`src/rtl/core/chwm_pkg.sv`:
```
// Shared constants, types and helpers for the certificate hostname wildcard matcher.
package chwm_pkg;

  localparam int MAX_LEN     = 256;
  localparam int LEN_W       = $clog2(MAX_LEN + 1);
  localparam int ADDR_W      = $clog2(MAX_LEN);
  localparam int CHAR_W      = 8;

  localparam int QUEUE_DEPTH = 2;
  localparam int QPTR_W      = $clog2(QUEUE_DEPTH);
  localparam int QCNT_W      = $clog2(QUEUE_DEPTH + 1);

  localparam logic [CHAR_W-1:0] CH_STAR  = 8'h2A;
  localparam logic [CHAR_W-1:0] CH_DOT   = 8'h2E;
  localparam logic [CHAR_W-1:0] CH_ZERO  = 8'h30;
  localparam logic [CHAR_W-1:0] CH_NINE  = 8'h39;
  localparam logic [CHAR_W-1:0] CH_UC_A  = 8'h41;
  localparam logic [CHAR_W-1:0] CH_UC_Z  = 8'h5A;
  localparam logic [CHAR_W-1:0] FOLD_OFS = 8'h20;

  localparam logic [1:0] DOT_SAT = 2'd2;

  localparam logic ACT_PATTERN = 1'b0;
  localparam logic ACT_HOST    = 1'b1;

  // One classified request as it travels from the front end to the back end.
  typedef struct packed {
    logic              action;
    logic [CHAR_W-1:0] ch;
    logic              last;
    logic              none;
    logic              is_lit;
    logic              is_star;
    logic              is_dot;
  } chwm_entry_t;

  typedef enum logic [1:0] {
    ST_LOAD,
    ST_DECIDE,
    ST_COMPARE,
    ST_FINISH
  } chwm_state_t;

  function automatic logic is_literal(input logic [CHAR_W-1:0] c);
    return ((c >= CH_ZERO) && (c <= CH_NINE)) || (c == CH_DOT);
  endfunction

  function automatic logic [CHAR_W-1:0] fold_case(input logic [CHAR_W-1:0] c);
    return ((c >= CH_UC_A) && (c <= CH_UC_Z)) ? (c + FOLD_OFS) : c;
  endfunction

endpackage

```
`src/rtl/core/chwm_ifs.sv`:
```
// Valid/ready channel interfaces for requests and results of the matcher.
interface chwm_in_if;
  logic       valid;
  logic       ready;
  logic       action;
  logic [7:0] char_code;
  logic       last_char;
  logic       no_char;

  modport source (output valid, action, char_code, last_char, no_char, input ready);
  modport sink   (input valid, action, char_code, last_char, no_char, output ready);
endinterface

interface chwm_out_if;
  logic valid;
  logic ready;
  logic matched;
  logic too_long;

  modport source (output valid, matched, too_long, input ready);
  modport sink   (input valid, matched, too_long, output ready);
endinterface

```
`src/rtl/core/chwm_front.sv`:
```
// Front end: takes requests and classifies each character for the back end.
module chwm_front (
  chwm_in_if.sink              in_ch,
  output logic                 push_valid,
  output chwm_pkg::chwm_entry_t push_entry,
  input  logic                 push_ready
);
  import chwm_pkg::*;

  always_comb begin
    push_entry.action  = in_ch.action;
    push_entry.ch      = fold_case(in_ch.char_code);
    push_entry.last    = in_ch.last_char;
    push_entry.none    = in_ch.no_char;
    push_entry.is_lit  = is_literal(in_ch.char_code);
    push_entry.is_star = (in_ch.char_code == CH_STAR);
    push_entry.is_dot  = (in_ch.char_code == CH_DOT);
    push_valid         = in_ch.valid;
    in_ch.ready        = push_ready;
  end

endmodule

```
`src/rtl/core/chwm_queue.sv`:
```
// Short queue of classified requests between the front and back ends.
module chwm_queue (
  input  logic                  clk,
  input  logic                  rst_n,
  input  logic                  push_valid,
  input  chwm_pkg::chwm_entry_t push_entry,
  output logic                  push_ready,
  output logic                  pop_valid,
  output chwm_pkg::chwm_entry_t pop_entry,
  input  logic                  pop_ready
);
  import chwm_pkg::*;

  chwm_entry_t       slot_r [QUEUE_DEPTH];
  logic [QPTR_W-1:0] wr_ptr_r, wr_ptr_nxt;
  logic [QPTR_W-1:0] rd_ptr_r, rd_ptr_nxt;
  logic [QCNT_W-1:0] cnt_r, cnt_nxt;
  logic              push, pop;

  always_comb begin
    push_ready = (cnt_r != QCNT_W'(QUEUE_DEPTH));
    pop_valid  = (cnt_r != '0);
    pop_entry  = slot_r[rd_ptr_r];
    push       = push_valid && push_ready;
    pop        = pop_valid && pop_ready;
    wr_ptr_nxt = wr_ptr_r;
    rd_ptr_nxt = rd_ptr_r;
    cnt_nxt    = cnt_r;
    if (push) begin
      wr_ptr_nxt = (wr_ptr_r == QPTR_W'(QUEUE_DEPTH - 1)) ? '0 : wr_ptr_r + 1'b1;
    end
    if (pop) begin
      rd_ptr_nxt = (rd_ptr_r == QPTR_W'(QUEUE_DEPTH - 1)) ? '0 : rd_ptr_r + 1'b1;
    end
    if (push && !pop) begin
      cnt_nxt = cnt_r + 1'b1;
    end else if (pop && !push) begin
      cnt_nxt = cnt_r - 1'b1;
    end
  end

  always_ff @(posedge clk) begin
    if (!rst_n) begin
      wr_ptr_r <= '0;
      rd_ptr_r <= '0;
      cnt_r    <= '0;
    end else begin
      wr_ptr_r <= wr_ptr_nxt;
      rd_ptr_r <= rd_ptr_nxt;
      cnt_r    <= cnt_nxt;
    end
  end

  always_ff @(posedge clk) begin
    if (push) begin
      slot_r[wr_ptr_r] <= push_entry;
    end
  end

endmodule

```
`src/rtl/core/chwm_back.sv`:
```
// Back end: stores both strings, runs the match sequence and holds the result.
module chwm_back (
  input  logic                  clk,
  input  logic                  rst_n,
  input  logic                  pop_valid,
  input  chwm_pkg::chwm_entry_t pop_entry,
  output logic                  pop_ready,
  chwm_out_if.source            out_ch
);
  import chwm_pkg::*;

  logic [CHAR_W-1:0] pat_mem  [MAX_LEN];
  logic [CHAR_W-1:0] host_mem [MAX_LEN];
  logic [CHAR_W-1:0] pat_rd_r, host_rd_r;

  chwm_state_t state_r, state_nxt;

  logic [LEN_W-1:0] plen_r, plen_nxt;
  logic [LEN_W-1:0] hlen_r, hlen_nxt;
  logic             pnum_r, pnum_nxt;
  logic             hnum_r, hnum_nxt;
  logic [1:0]       dots_r, dots_nxt;
  logic             ovf_r, ovf_nxt;
  logic             p0star_r, p0star_nxt;
  logic             p1dot_r, p1dot_nxt;
  logic             ps_r, ps_nxt;
  logic [LEN_W-1:0] hs_r, hs_nxt;
  logic [LEN_W-1:0] n_r, n_nxt;
  logic [LEN_W-1:0] cnt_r, cnt_nxt;
  logic             rd_pend_r, rd_pend_nxt;
  logic             mismatch_r, mismatch_nxt;
  logic             toolong_r, toolong_nxt;
  logic             out_valid_r, out_valid_nxt;
  logic             out_matched_r, out_matched_nxt;
  logic             out_toolong_r, out_toolong_nxt;

  logic              pat_we, host_we, rd_en;
  logic [ADDR_W-1:0] pat_waddr, host_waddr, pat_raddr, host_raddr;
  logic [LEN_W-1:0]  rest, hs_calc, n_calc, hspan, p_sum, h_sum;
  logic              wild;

  always_comb begin
    state_nxt       = state_r;
    plen_nxt        = plen_r;
    hlen_nxt        = hlen_r;
    pnum_nxt        = pnum_r;
    hnum_nxt        = hnum_r;
    dots_nxt        = dots_r;
    ovf_nxt         = ovf_r;
    p0star_nxt      = p0star_r;
    p1dot_nxt       = p1dot_r;
    ps_nxt          = ps_r;
    hs_nxt          = hs_r;
    n_nxt           = n_r;
    cnt_nxt         = cnt_r;
    rd_pend_nxt     = 1'b0;
    mismatch_nxt    = mismatch_r;
    toolong_nxt     = toolong_r;
    out_valid_nxt   = out_valid_r;
    out_matched_nxt = out_matched_r;
    out_toolong_nxt = out_toolong_r;
    pop_ready       = 1'b0;
    pat_we          = 1'b0;
    host_we         = 1'b0;
    rd_en           = 1'b0;
    pat_waddr       = plen_r[ADDR_W-1:0];
    host_waddr      = hlen_r[ADDR_W-1:0];

    // Wildcard decision terms, used in the decide step.
    wild    = !pnum_r && !hnum_r && (plen_r >= LEN_W'(2)) && p0star_r && p1dot_r;
    rest    = plen_r - 1'b1;
    hs_calc = (wild && (dots_r == DOT_SAT) && (hlen_r > rest)) ? (hlen_r - rest) : '0;
    n_calc  = plen_r - {{(LEN_W-1){1'b0}}, wild};
    hspan   = hlen_r - hs_calc;

    p_sum      = {{(LEN_W-1){1'b0}}, ps_r} + cnt_r;
    h_sum      = hs_r + cnt_r;
    pat_raddr  = p_sum[ADDR_W-1:0];
    host_raddr = h_sum[ADDR_W-1:0];

    if (out_valid_r && out_ch.ready) begin
      out_valid_nxt = 1'b0;
    end

    // Compare the pair read in the previous cycle.
    if (rd_pend_r && (pat_rd_r != host_rd_r)) begin
      mismatch_nxt = 1'b1;
    end

    case (state_r)
      ST_LOAD: begin
        pop_ready = 1'b1;
        if (pop_valid) begin
          if (!pop_entry.none) begin
            if (pop_entry.action == ACT_PATTERN) begin
              if (plen_r == LEN_W'(MAX_LEN)) begin
                ovf_nxt = 1'b1;
              end else begin
                if (!((plen_r == '0) && pop_entry.is_star) && !pop_entry.is_lit) begin
                  pnum_nxt = 1'b0;
                end
                if ((plen_r != '0) && pop_entry.is_dot && (dots_r != DOT_SAT)) begin
                  dots_nxt = dots_r + 1'b1;
                end
                if (plen_r == LEN_W'(0)) begin
                  p0star_nxt = pop_entry.is_star;
                end
                if (plen_r == LEN_W'(1)) begin
                  p1dot_nxt = pop_entry.is_dot;
                end
                pat_we   = 1'b1;
                plen_nxt = plen_r + 1'b1;
              end
            end else begin
              if (hlen_r == LEN_W'(MAX_LEN)) begin
                ovf_nxt = 1'b1;
              end else begin
                if (!pop_entry.is_lit) begin
                  hnum_nxt = 1'b0;
                end
                host_we  = 1'b1;
                hlen_nxt = hlen_r + 1'b1;
              end
            end
          end
          if ((pop_entry.action == ACT_HOST) && pop_entry.last) begin
            state_nxt = ST_DECIDE;
          end
        end
      end

      ST_DECIDE: begin
        toolong_nxt  = ovf_r;
        mismatch_nxt = 1'b0;
        ps_nxt       = wild;
        hs_nxt       = hs_calc;
        n_nxt        = n_calc;
        cnt_nxt      = '0;
        if (ovf_r || (plen_r == '0) || (n_calc != hspan)) begin
          mismatch_nxt = 1'b1;
          state_nxt    = ST_FINISH;
        end else begin
          state_nxt = ST_COMPARE;
        end
      end

      ST_COMPARE: begin
        if (cnt_r != n_r) begin
          rd_en       = 1'b1;
          rd_pend_nxt = 1'b1;
          cnt_nxt     = cnt_r + 1'b1;
        end else begin
          state_nxt = ST_FINISH;
        end
      end

      ST_FINISH: begin
        if (!out_valid_r || out_ch.ready) begin
          out_valid_nxt   = 1'b1;
          out_matched_nxt = !mismatch_r && !toolong_r;
          out_toolong_nxt = toolong_r;
          plen_nxt        = '0;
          hlen_nxt        = '0;
          pnum_nxt        = 1'b1;
          hnum_nxt        = 1'b1;
          dots_nxt        = '0;
          ovf_nxt         = 1'b0;
          p0star_nxt      = 1'b0;
          p1dot_nxt       = 1'b0;
          state_nxt       = ST_LOAD;
        end
      end

      default: begin
        state_nxt = ST_LOAD;
      end
    endcase

    out_ch.valid    = out_valid_r;
    out_ch.matched  = out_matched_r;
    out_ch.too_long = out_toolong_r;
  end

  always_ff @(posedge clk) begin
    if (!rst_n) begin
      state_r     <= ST_LOAD;
      plen_r      <= '0;
      hlen_r      <= '0;
      pnum_r      <= 1'b1;
      hnum_r      <= 1'b1;
      dots_r      <= '0;
      ovf_r       <= 1'b0;
      p0star_r    <= 1'b0;
      p1dot_r     <= 1'b0;
      cnt_r       <= '0;
      rd_pend_r   <= 1'b0;
      mismatch_r  <= 1'b0;
      toolong_r   <= 1'b0;
      out_valid_r <= 1'b0;
    end else begin
      state_r     <= state_nxt;
      plen_r      <= plen_nxt;
      hlen_r      <= hlen_nxt;
      pnum_r      <= pnum_nxt;
      hnum_r      <= hnum_nxt;
      dots_r      <= dots_nxt;
      ovf_r       <= ovf_nxt;
      p0star_r    <= p0star_nxt;
      p1dot_r     <= p1dot_nxt;
      cnt_r       <= cnt_nxt;
      rd_pend_r   <= rd_pend_nxt;
      mismatch_r  <= mismatch_nxt;
      toolong_r   <= toolong_nxt;
      out_valid_r <= out_valid_nxt;
    end
  end

  always_ff @(posedge clk) begin
    ps_r          <= ps_nxt;
    hs_r          <= hs_nxt;
    n_r           <= n_nxt;
    out_matched_r <= out_matched_nxt;
    out_toolong_r <= out_toolong_nxt;
  end

  always_ff @(posedge clk) begin
    if (pat_we) begin
      pat_mem[pat_waddr] <= pop_entry.ch;
    end
    if (rd_en) begin
      pat_rd_r <= pat_mem[pat_raddr];
    end
  end

  always_ff @(posedge clk) begin
    if (host_we) begin
      host_mem[host_waddr] <= pop_entry.ch;
    end
    if (rd_en) begin
      host_rd_r <= host_mem[host_raddr];
    end
  end

endmodule

```
`src/rtl/core/cert_hostname_wildcard_match_unit.sv`:
```
// Top level of the certificate hostname wildcard matcher; requests are stored one per cycle
// while the back end is loading, and the queue holds off the input once it is full.
// The result passes from the hostname's final request through the queue, the decide, compare
// and finish states and the output register, skipping the compare state when the decision
// needs none; compare reads one character pair per cycle via each store's single read port.
// rst_n is synchronous and active low; it empties the queue and resets the string lengths and state flags.
module cert_hostname_wildcard_match_unit (
  input  logic       clk,
  input  logic       rst_n,
  chwm_in_if.sink    in_ch,
  chwm_out_if.source out_ch
);
  import chwm_pkg::*;

  // The front end classifies each request: it folds upper-case letters to lower case and
  // marks digits, dots and the star, so that the back end needs only flag updates.
  logic        push_valid, push_ready;
  chwm_entry_t push_entry;

  // The queue lets the front end take up to two requests while the back end is busy with
  // the comparison of the previous pair.
  logic        pop_valid, pop_ready;
  chwm_entry_t pop_entry;

  chwm_front u_front (
    .in_ch      (in_ch),
    .push_valid (push_valid),
    .push_entry (push_entry),
    .push_ready (push_ready)
  );

  chwm_queue u_queue (
    .clk        (clk),
    .rst_n      (rst_n),
    .push_valid (push_valid),
    .push_entry (push_entry),
    .push_ready (push_ready),
    .pop_valid  (pop_valid),
    .pop_entry  (pop_entry),
    .pop_ready  (pop_ready)
  );

  // The back end writes the two stores, decides between the wildcard and the plain path,
  // walks the character pairs and places the result in an output register, after which
  // its lengths and load flags return to the reset values for the next pair of strings.
  chwm_back u_back (
    .clk       (clk),
    .rst_n     (rst_n),
    .pop_valid (pop_valid),
    .pop_entry (pop_entry),
    .pop_ready (pop_ready),
    .out_ch    (out_ch)
  );

endmodule

```
`src/flat_wrapper.sv`:
```
// flat-port wrapper written by rule: the top's interface ports become plain ports
module cert_hostname_wildcard_match_unit_flat import chwm_pkg::*;
  (clk, rst_n, in_ch_valid, in_ch_action, in_ch_char_code, in_ch_last_char, in_ch_no_char, in_ch_ready, out_ch_valid, out_ch_matched, out_ch_too_long, out_ch_ready);
  chwm_in_if in_ch_i ();
  chwm_out_if out_ch_i ();
  input  logic clk;
  input  logic rst_n;
  input wire logic [$bits(in_ch_i.valid)-1:0] in_ch_valid;
  input wire logic [$bits(in_ch_i.action)-1:0] in_ch_action;
  input wire logic [$bits(in_ch_i.char_code)-1:0] in_ch_char_code;
  input wire logic [$bits(in_ch_i.last_char)-1:0] in_ch_last_char;
  input wire logic [$bits(in_ch_i.no_char)-1:0] in_ch_no_char;
  output wire logic [$bits(in_ch_i.ready)-1:0] in_ch_ready;
  output wire logic [$bits(out_ch_i.valid)-1:0] out_ch_valid;
  output wire logic [$bits(out_ch_i.matched)-1:0] out_ch_matched;
  output wire logic [$bits(out_ch_i.too_long)-1:0] out_ch_too_long;
  input wire logic [$bits(out_ch_i.ready)-1:0] out_ch_ready;
  assign in_ch_i.valid = in_ch_valid;
  assign in_ch_i.action = in_ch_action;
  assign in_ch_i.char_code = in_ch_char_code;
  assign in_ch_i.last_char = in_ch_last_char;
  assign in_ch_i.no_char = in_ch_no_char;
  assign in_ch_ready = in_ch_i.ready;
  assign out_ch_valid = out_ch_i.valid;
  assign out_ch_matched = out_ch_i.matched;
  assign out_ch_too_long = out_ch_i.too_long;
  assign out_ch_i.ready = out_ch_ready;
  cert_hostname_wildcard_match_unit u_core (.clk(clk), .rst_n(rst_n), .in_ch(in_ch_i), .out_ch(out_ch_i));
endmodule
```
`config.mk`:
```
export PLATFORM = sky130hd
export DESIGN_NAME = cert_hostname_wildcard_match_unit_flat
export DESIGN_NICKNAME = d
export VERILOG_FILES = /design/src/rtl/core/chwm_pkg.sv /design/src/rtl/core/chwm_ifs.sv /design/src/rtl/core/chwm_front.sv /design/src/rtl/core/chwm_queue.sv /design/src/rtl/core/chwm_back.sv /design/src/rtl/core/cert_hostname_wildcard_match_unit.sv /design/src/flat_wrapper.sv
export SDC_FILE = /design/constraint.sdc
export NUM_CORES = 2
export LEC_CHECK = 0
export BUFFER_PORTS_ARGS = -buffer_cell sky130_fd_sc_hd__buf_4
export CAP_MARGIN = 20
export CORE_ASPECT_RATIO = 1.2
export CORE_MARGIN = 2
export CORE_UTILIZATION = 35
export CTS_CLUSTER_SIZE = 14
export DETAILED_ROUTE_END_ITERATION = 10
export GPL_TIMING_DRIVEN = 0
export HOLD_SLACK_MARGIN = 0.15
export PLACE_DENSITY = 0.52
export SLEW_MARGIN = 20
export SYNTH_ARGS = -nofsm -noshare
export SYNTH_HDL_FRONTEND = slang
export SYNTH_MEMORY_MAX_BITS = 65536
export SYNTH_SLANG_ARGS = --single-unit
```
`constraint.sdc`:
```
create_clock -name clk -period 15.19 [get_ports clk]
set_clock_uncertainty 0.2 [all_clocks]
set_input_delay 1.519 -clock clk [delete_from_list [all_inputs] [get_ports clk]]
set_output_delay 1.519 -clock clk [all_outputs]
set_load 0.02 [all_outputs]
```
==> qor.log <==
qor: outcome.run_status finished clean
qor: synthesis.synth_area 163700 um^2
qor: sta.portion_of_the_clock_cycle_consumed_by_the_worst_path_in_the_final_layout 0.4302
qor: sta.maxSlewHeadroom 0.2154
qor: cts.clock_insertion_delay_worst_skew 0.99 ns
qor: critical_path.crit_path_start_kind flop
qor: power.power_per_cell_area 156.3 nW/um^2
qor: synthesis.syn-num-nets 7233
qor: power.internal_power 21.64 mW
qor: synthesis.synth_compound_gate_area_share 0.01141
qor: synthesis.synth_adder_area_share 0.003882
qor: cts.cts_sinks 4205
qor: final_layout.syn2layout_area_growth 14.66%
qor: synthesis.muxShareOfSynthArea 0.1790
qor: detailed_routing.vias_per_cell 5.385
qor: detailed_routing.drt-initial-drc-count 7656
qor: worst_hold_path.holdPathEnd u_core.u_back.out_ch.too_long$_DFFE_PP_
qor: floorplanning.die-area 473300 um^2
qor: worst_hold_path.worstHoldPathType flop to flop
qor: sta.report.final.setup_viol 0
qor: synthesis.synth_area_leaders sky130_fd_sc_hd__edfxtp_1, sky130_fd_sc_hd__mux4_2, sky130_fd_sc_hd__nor2_1, sky130_fd_sc_hd__dfxtp_1, sky130_fd_sc_hd__clkbuf_1
qor: synthesis.synth_top_flop_cell sky130_fd_sc_hd__edfxtp_1
qor: flow_run.cap_violations 0
qor: detailed_routing.drc_errors 0
qor: floorplanning.core_area 466600 um^2
qor: synthesis.post_synth_and_or_nand_nor_area_fraction 0.02068
qor: power.switching_share 0.2627
qor: synthesis.synth_cell_type_count 56
qor: critical_path.worst-r2r-cell-count 11
qor: global_route.grt_pass1_vias 80120
qor: final_layout.drive_above_1_share 0.2718
qor: placed_design.detailed_place_hpwl 304.0 mm
qor: power.pwr-share-comb 0.172
qor: sta.grt_setup_unrepaired false
qor: sta.layout_min_cycle_time 6.534 ns
qor: placed_design.rd_place_congestion 0.8584
qor: power.power.ir.vdd_worst 109.4 uV
qor: cts.postCtsHoldBufs 0
qor: synthesis.avgSynthCellArea 22.84 um^2
qor: critical_path.r2r_start u_core.u_back.cnt_r[0]$_SDFFE_PN0P_
qor: global_route.grt.overflow.total 0
qor: floorplanning.die_boundary_width 628.3 um
qor: synthesis.synth-async-reset-ratio 0
qor: floorplanning.num_rows 275
qor: worst_hold_path.min_delay_path_depth 0
qor: power.power_switching 7.709 mW
qor: cts.ctsHtreeMaxLevel 5
qor: synthesis.edff_count_synth 4160
qor: power.clock_power_share 0.358
qor: global_route.grt_start_max_net_pins 121
qor: sta.timing.fmax 153.0 MHz
qor: cts.tritoncts built
qor: synthesis.synth_sequential_area_ratio 0.7685
qor: floorplanning.initial_utilization 0.3509
qor: synthesis.ys_seq_elements 4205
qor: sta.setup_tns 0 ns
qor: power.power_leakage 57.23 nW
qor: detailed_routing.number_of_routed_nets_with_antenna_violations 0
qor: detailed_routing.avgRoutedWirePerCell 31.58 um
qor: detailed_routing.vias 76990
qor: synthesis.synthCells 7169
qor: placed_design.dp_cells 13490
qor: cts.numCtsBuffers 436
qor: placed_design.place.port_buffers 17
qor: synthesis.yosysTopAreaCell sky130_fd_sc_hd__edfxtp_1
qor: power.power_frac_seq 0.470
qor: floorplanning.fp.dieH 753.2 um
qor: synthesis.synth_warnings 0
qor: sta.final-hold-violation-count 0
qor: global_route.groute.usage.overall 0.1876
qor: critical_path.timing.critical_path.arrival 7.04 ns
qor: synthesis.synth_largest_type_area_fraction 0.7630
qor: sta.worst_pin_slew 1.174 ns
qor: critical_path.critPathRequiredTime 15.69 ns
qor: cts.ctsLongestPathBuffers 4
qor: critical_path.critPathCaptureType flop
qor: global_route.grt_antenna_before_repair 16
qor: synthesis.dominant_combinational_cell_family_by_area_after_synthesis multiplexers
qor: critical_path.cp_max_fo 10
qor: final_layout.finish.net_count 7765
qor: critical_path.reg2reg_to u_core.u_back.host_rd_r[1]$_DFFE_PP_
qor: worst_hold_path.worst_hold_startpoint u_core.u_back.toolong_r$_SDFFE_PN0P_
qor: final_layout.layout.cells.non_filler 14300
qor: synthesis.xor_and_xnor_area_share_after_synthesis 0.004975
qor: cts.clock_slew_seen_by_the_registers_of_the_worst_setup_and_hold_paths 0.07 ns
qor: cts.post_cts_setup_buffers 0
qor: global_route.wire_length_of_the_first_global_routing_pass 630.2 mm
qor: detailed_routing.count_of_tritonroute_iterations_in_the_first_routing_pass 5
qor: cts.cts_repair_resize_count 0
qor: sta.final-max-slew-violation-count 0
qor: detailed_routing.finalWirelength 451.5 mm
qor: critical_path.path_class flop to flop
qor: floorplanning.ioPinCount 19
qor: cts.cts-root-buf sky130_fd_sc_hd__clkbuf_16
qor: critical_path.regToRegSetupSlack 8.66 ns
cell usage after synthesis (all sizes together) (9+ instances only):
master     n
a21o       9
a21oi     28
a221oi    49
a22o      48
a22oi     40
and2      13
buf      163
clkbuf   240
dfxtp     45
edfxtp  4160
ha        46
inv       27
mux2      17
mux2i     28
mux4    1280
nand2    116
nand3     30
nand4     11
nor2     572
nor2b     18
nor3      17
o21ai     21
o221ai     9
xnor2     50
xor2      43
final cells by class:
class	count	area [um^2]
multi-input combinational	2533	36160
antenna	6	15.01
tap	6232	7797
timing repair buffer	94	2063
clock inverter	257	2395
fill	41150	278900
inverter	28	105.1
buffer	403	1878
clock buffer	538	11480
sequential	4205	125800
cell usage in the layout (no fill, tap or decap), drive strengths merged, types with 7 or more instances in the layout:
| cell | n |
|---|---|
| nand3 | 30 |
| o21ai | 21 |
| xnor2 | 50 |
| a221oi | 49 |
| nor3 | 17 |
| nand2b | 7 |
| buf | 251 |
| a22oi | 40 |
| nor2b | 18 |
| clkinv | 193 |
| mux2 | 17 |
| inv | 40 |
| clkinvlp | 10 |
| o221ai | 9 |
| mux4 | 1280 |
| nor2 | 572 |
| clkbuf | 784 |
| a21boi | 7 |
| or3 | 8 |
| bufinv | 42 |
| edfxtp | 4160 |
| nor4 | 7 |
| ha | 46 |
| and2 | 13 |
| nand2 | 116 |
| a21o | 9 |
| a21oi | 28 |
| xor2 | 43 |
| a22o | 48 |
| nand4 | 11 |
| mux2i | 28 |
| dfxtp | 45 |
state kept, by name, indices dropped and copies added, names as in the netlist, 2 cells and up, named ones only:
signal,count
u_core.u_back.cnt_r,9
u_core.u_back.dots_r,2
u_core.u_back.hlen_r,9
u_core.u_back.host_mem,2048
u_core.u_back.host_rd_r,8
u_core.u_back.hs_r,8
u_core.u_back.n_r,9
u_core.u_back.pat_mem,2048
u_core.u_back.pat_rd_r,8
u_core.u_back.plen_r,9
u_core.u_back.state_r,2
u_core.u_queue.cnt_r,2
u_core.u_queue.slot_r,28
cell families after synthesis:
group / Yosys count
flip-flops: 4205
multiplexers: 1325
AND/OR/NAND/NOR: 821
buffers and inverters: 431
AO/OA/AOI/OAI: 245
XOR/XNOR: 93
adder cells (fa/ha/maj): 49
worst max-delay path by stage:
stage / depth (start not counted) / slack [ns] / start / to
finish: 11 / 8.66 / u_core.u_back.cnt_r[0]$_SDFFE_PN0P_ / u_core.u_back.host_rd_r[1]$_DFFE_PP_
global route: 11 / 8.71 / u_core.u_back.cnt_r[0]$_SDFFE_PN0P_ / u_core.u_back.host_rd_r[1]$_DFFE_PP_
CTS: 11 / 8.45 / u_core.u_back.cnt_r[0]$_SDFFE_PN0P_ / u_core.u_back.host_rd_r[1]$_DFFE_PP_
detailed placement: 11 / 8.46 / u_core.u_back.cnt_r[0]$_SDFFE_PN0P_ / u_core.u_back.host_rd_r[1]$_DFFE_PP_
global placement: 3 / 4.29 / flop / u_core.u_back.host_mem[160][3]$_DFFE_PP_
floorplan: 3 / 9.60 / flop / u_core.u_back.host_mem[0][0]$_DFFE_PP_
metrics by stage:
step | util | power (mW) | setup WS (ns) | cell area, um^2 | hold WS, ns
after floorplan | - | 17.10 | 9.599 | 163700 | 0.2302
after global placement | 0.3679 | 19.40 | 4.295 | 171600 | 0.2585
after detailed placement | 0.3725 | 19.16 | 8.460 | 173800 | 0.2626
after CTS | 0.4022 | 29.60 | 8.450 | 187700 | 0.2766
after global routing | 0.4023 | 30.20 | 8.714 | 187700 | 0.2856
final | 0.4023 | 29.35 | 8.656 | 187700 | 0.2802
routing by layer:
metal | routed length, um | share of wire | global-route usage | up-vias
li1 | - | - | - | 31510
met1 | 173800 | 0.38 | 0.2325 | 42170
met2 | 235100 | 0.52 | 0.3339 | 2594
met3 | 24760 | 0.055 | 0.02678 | 710
met4 | 17790 | 0.039 | 0.06742 | 6
met5 | 36 | 0.000080 | 0 | -
critical path, stage by stage (launching register included):
cell and delay (ns):
sky130_fd_sc_hd__dfxtp_1 0.40, sky130_fd_sc_hd__ha_1 0.26, sky130_fd_sc_hd__fa_1 0.48, sky130_fd_sc_hd__buf_2 0.44
sky130_fd_sc_hd__buf_2 0.41, sky130_fd_sc_hd__buf_1 0.81, sky130_fd_sc_hd__clkbuf_1 0.76, sky130_fd_sc_hd__mux4_2 0.47
sky130_fd_sc_hd__mux4_2 0.48, sky130_fd_sc_hd__a221oi_1 0.87, sky130_fd_sc_hd__mux2i_1 0.18, sky130_fd_sc_hd__mux2_2 0.42
power groups by stage:
stage	Clock [mW]	Combinational (mW)	Sequential [mW]
6_report	10.5	5.04	13.8
5_1_grt	11.1	5.30	13.8
4_1_cts	10.7	5.13	13.8
3_5_place_dp	0	5.12	14.0
3_3_place_gp	0	4.75	14.6
2_1_floorplan	0	2.82	14.3
(Power assumes the default switching activity.)
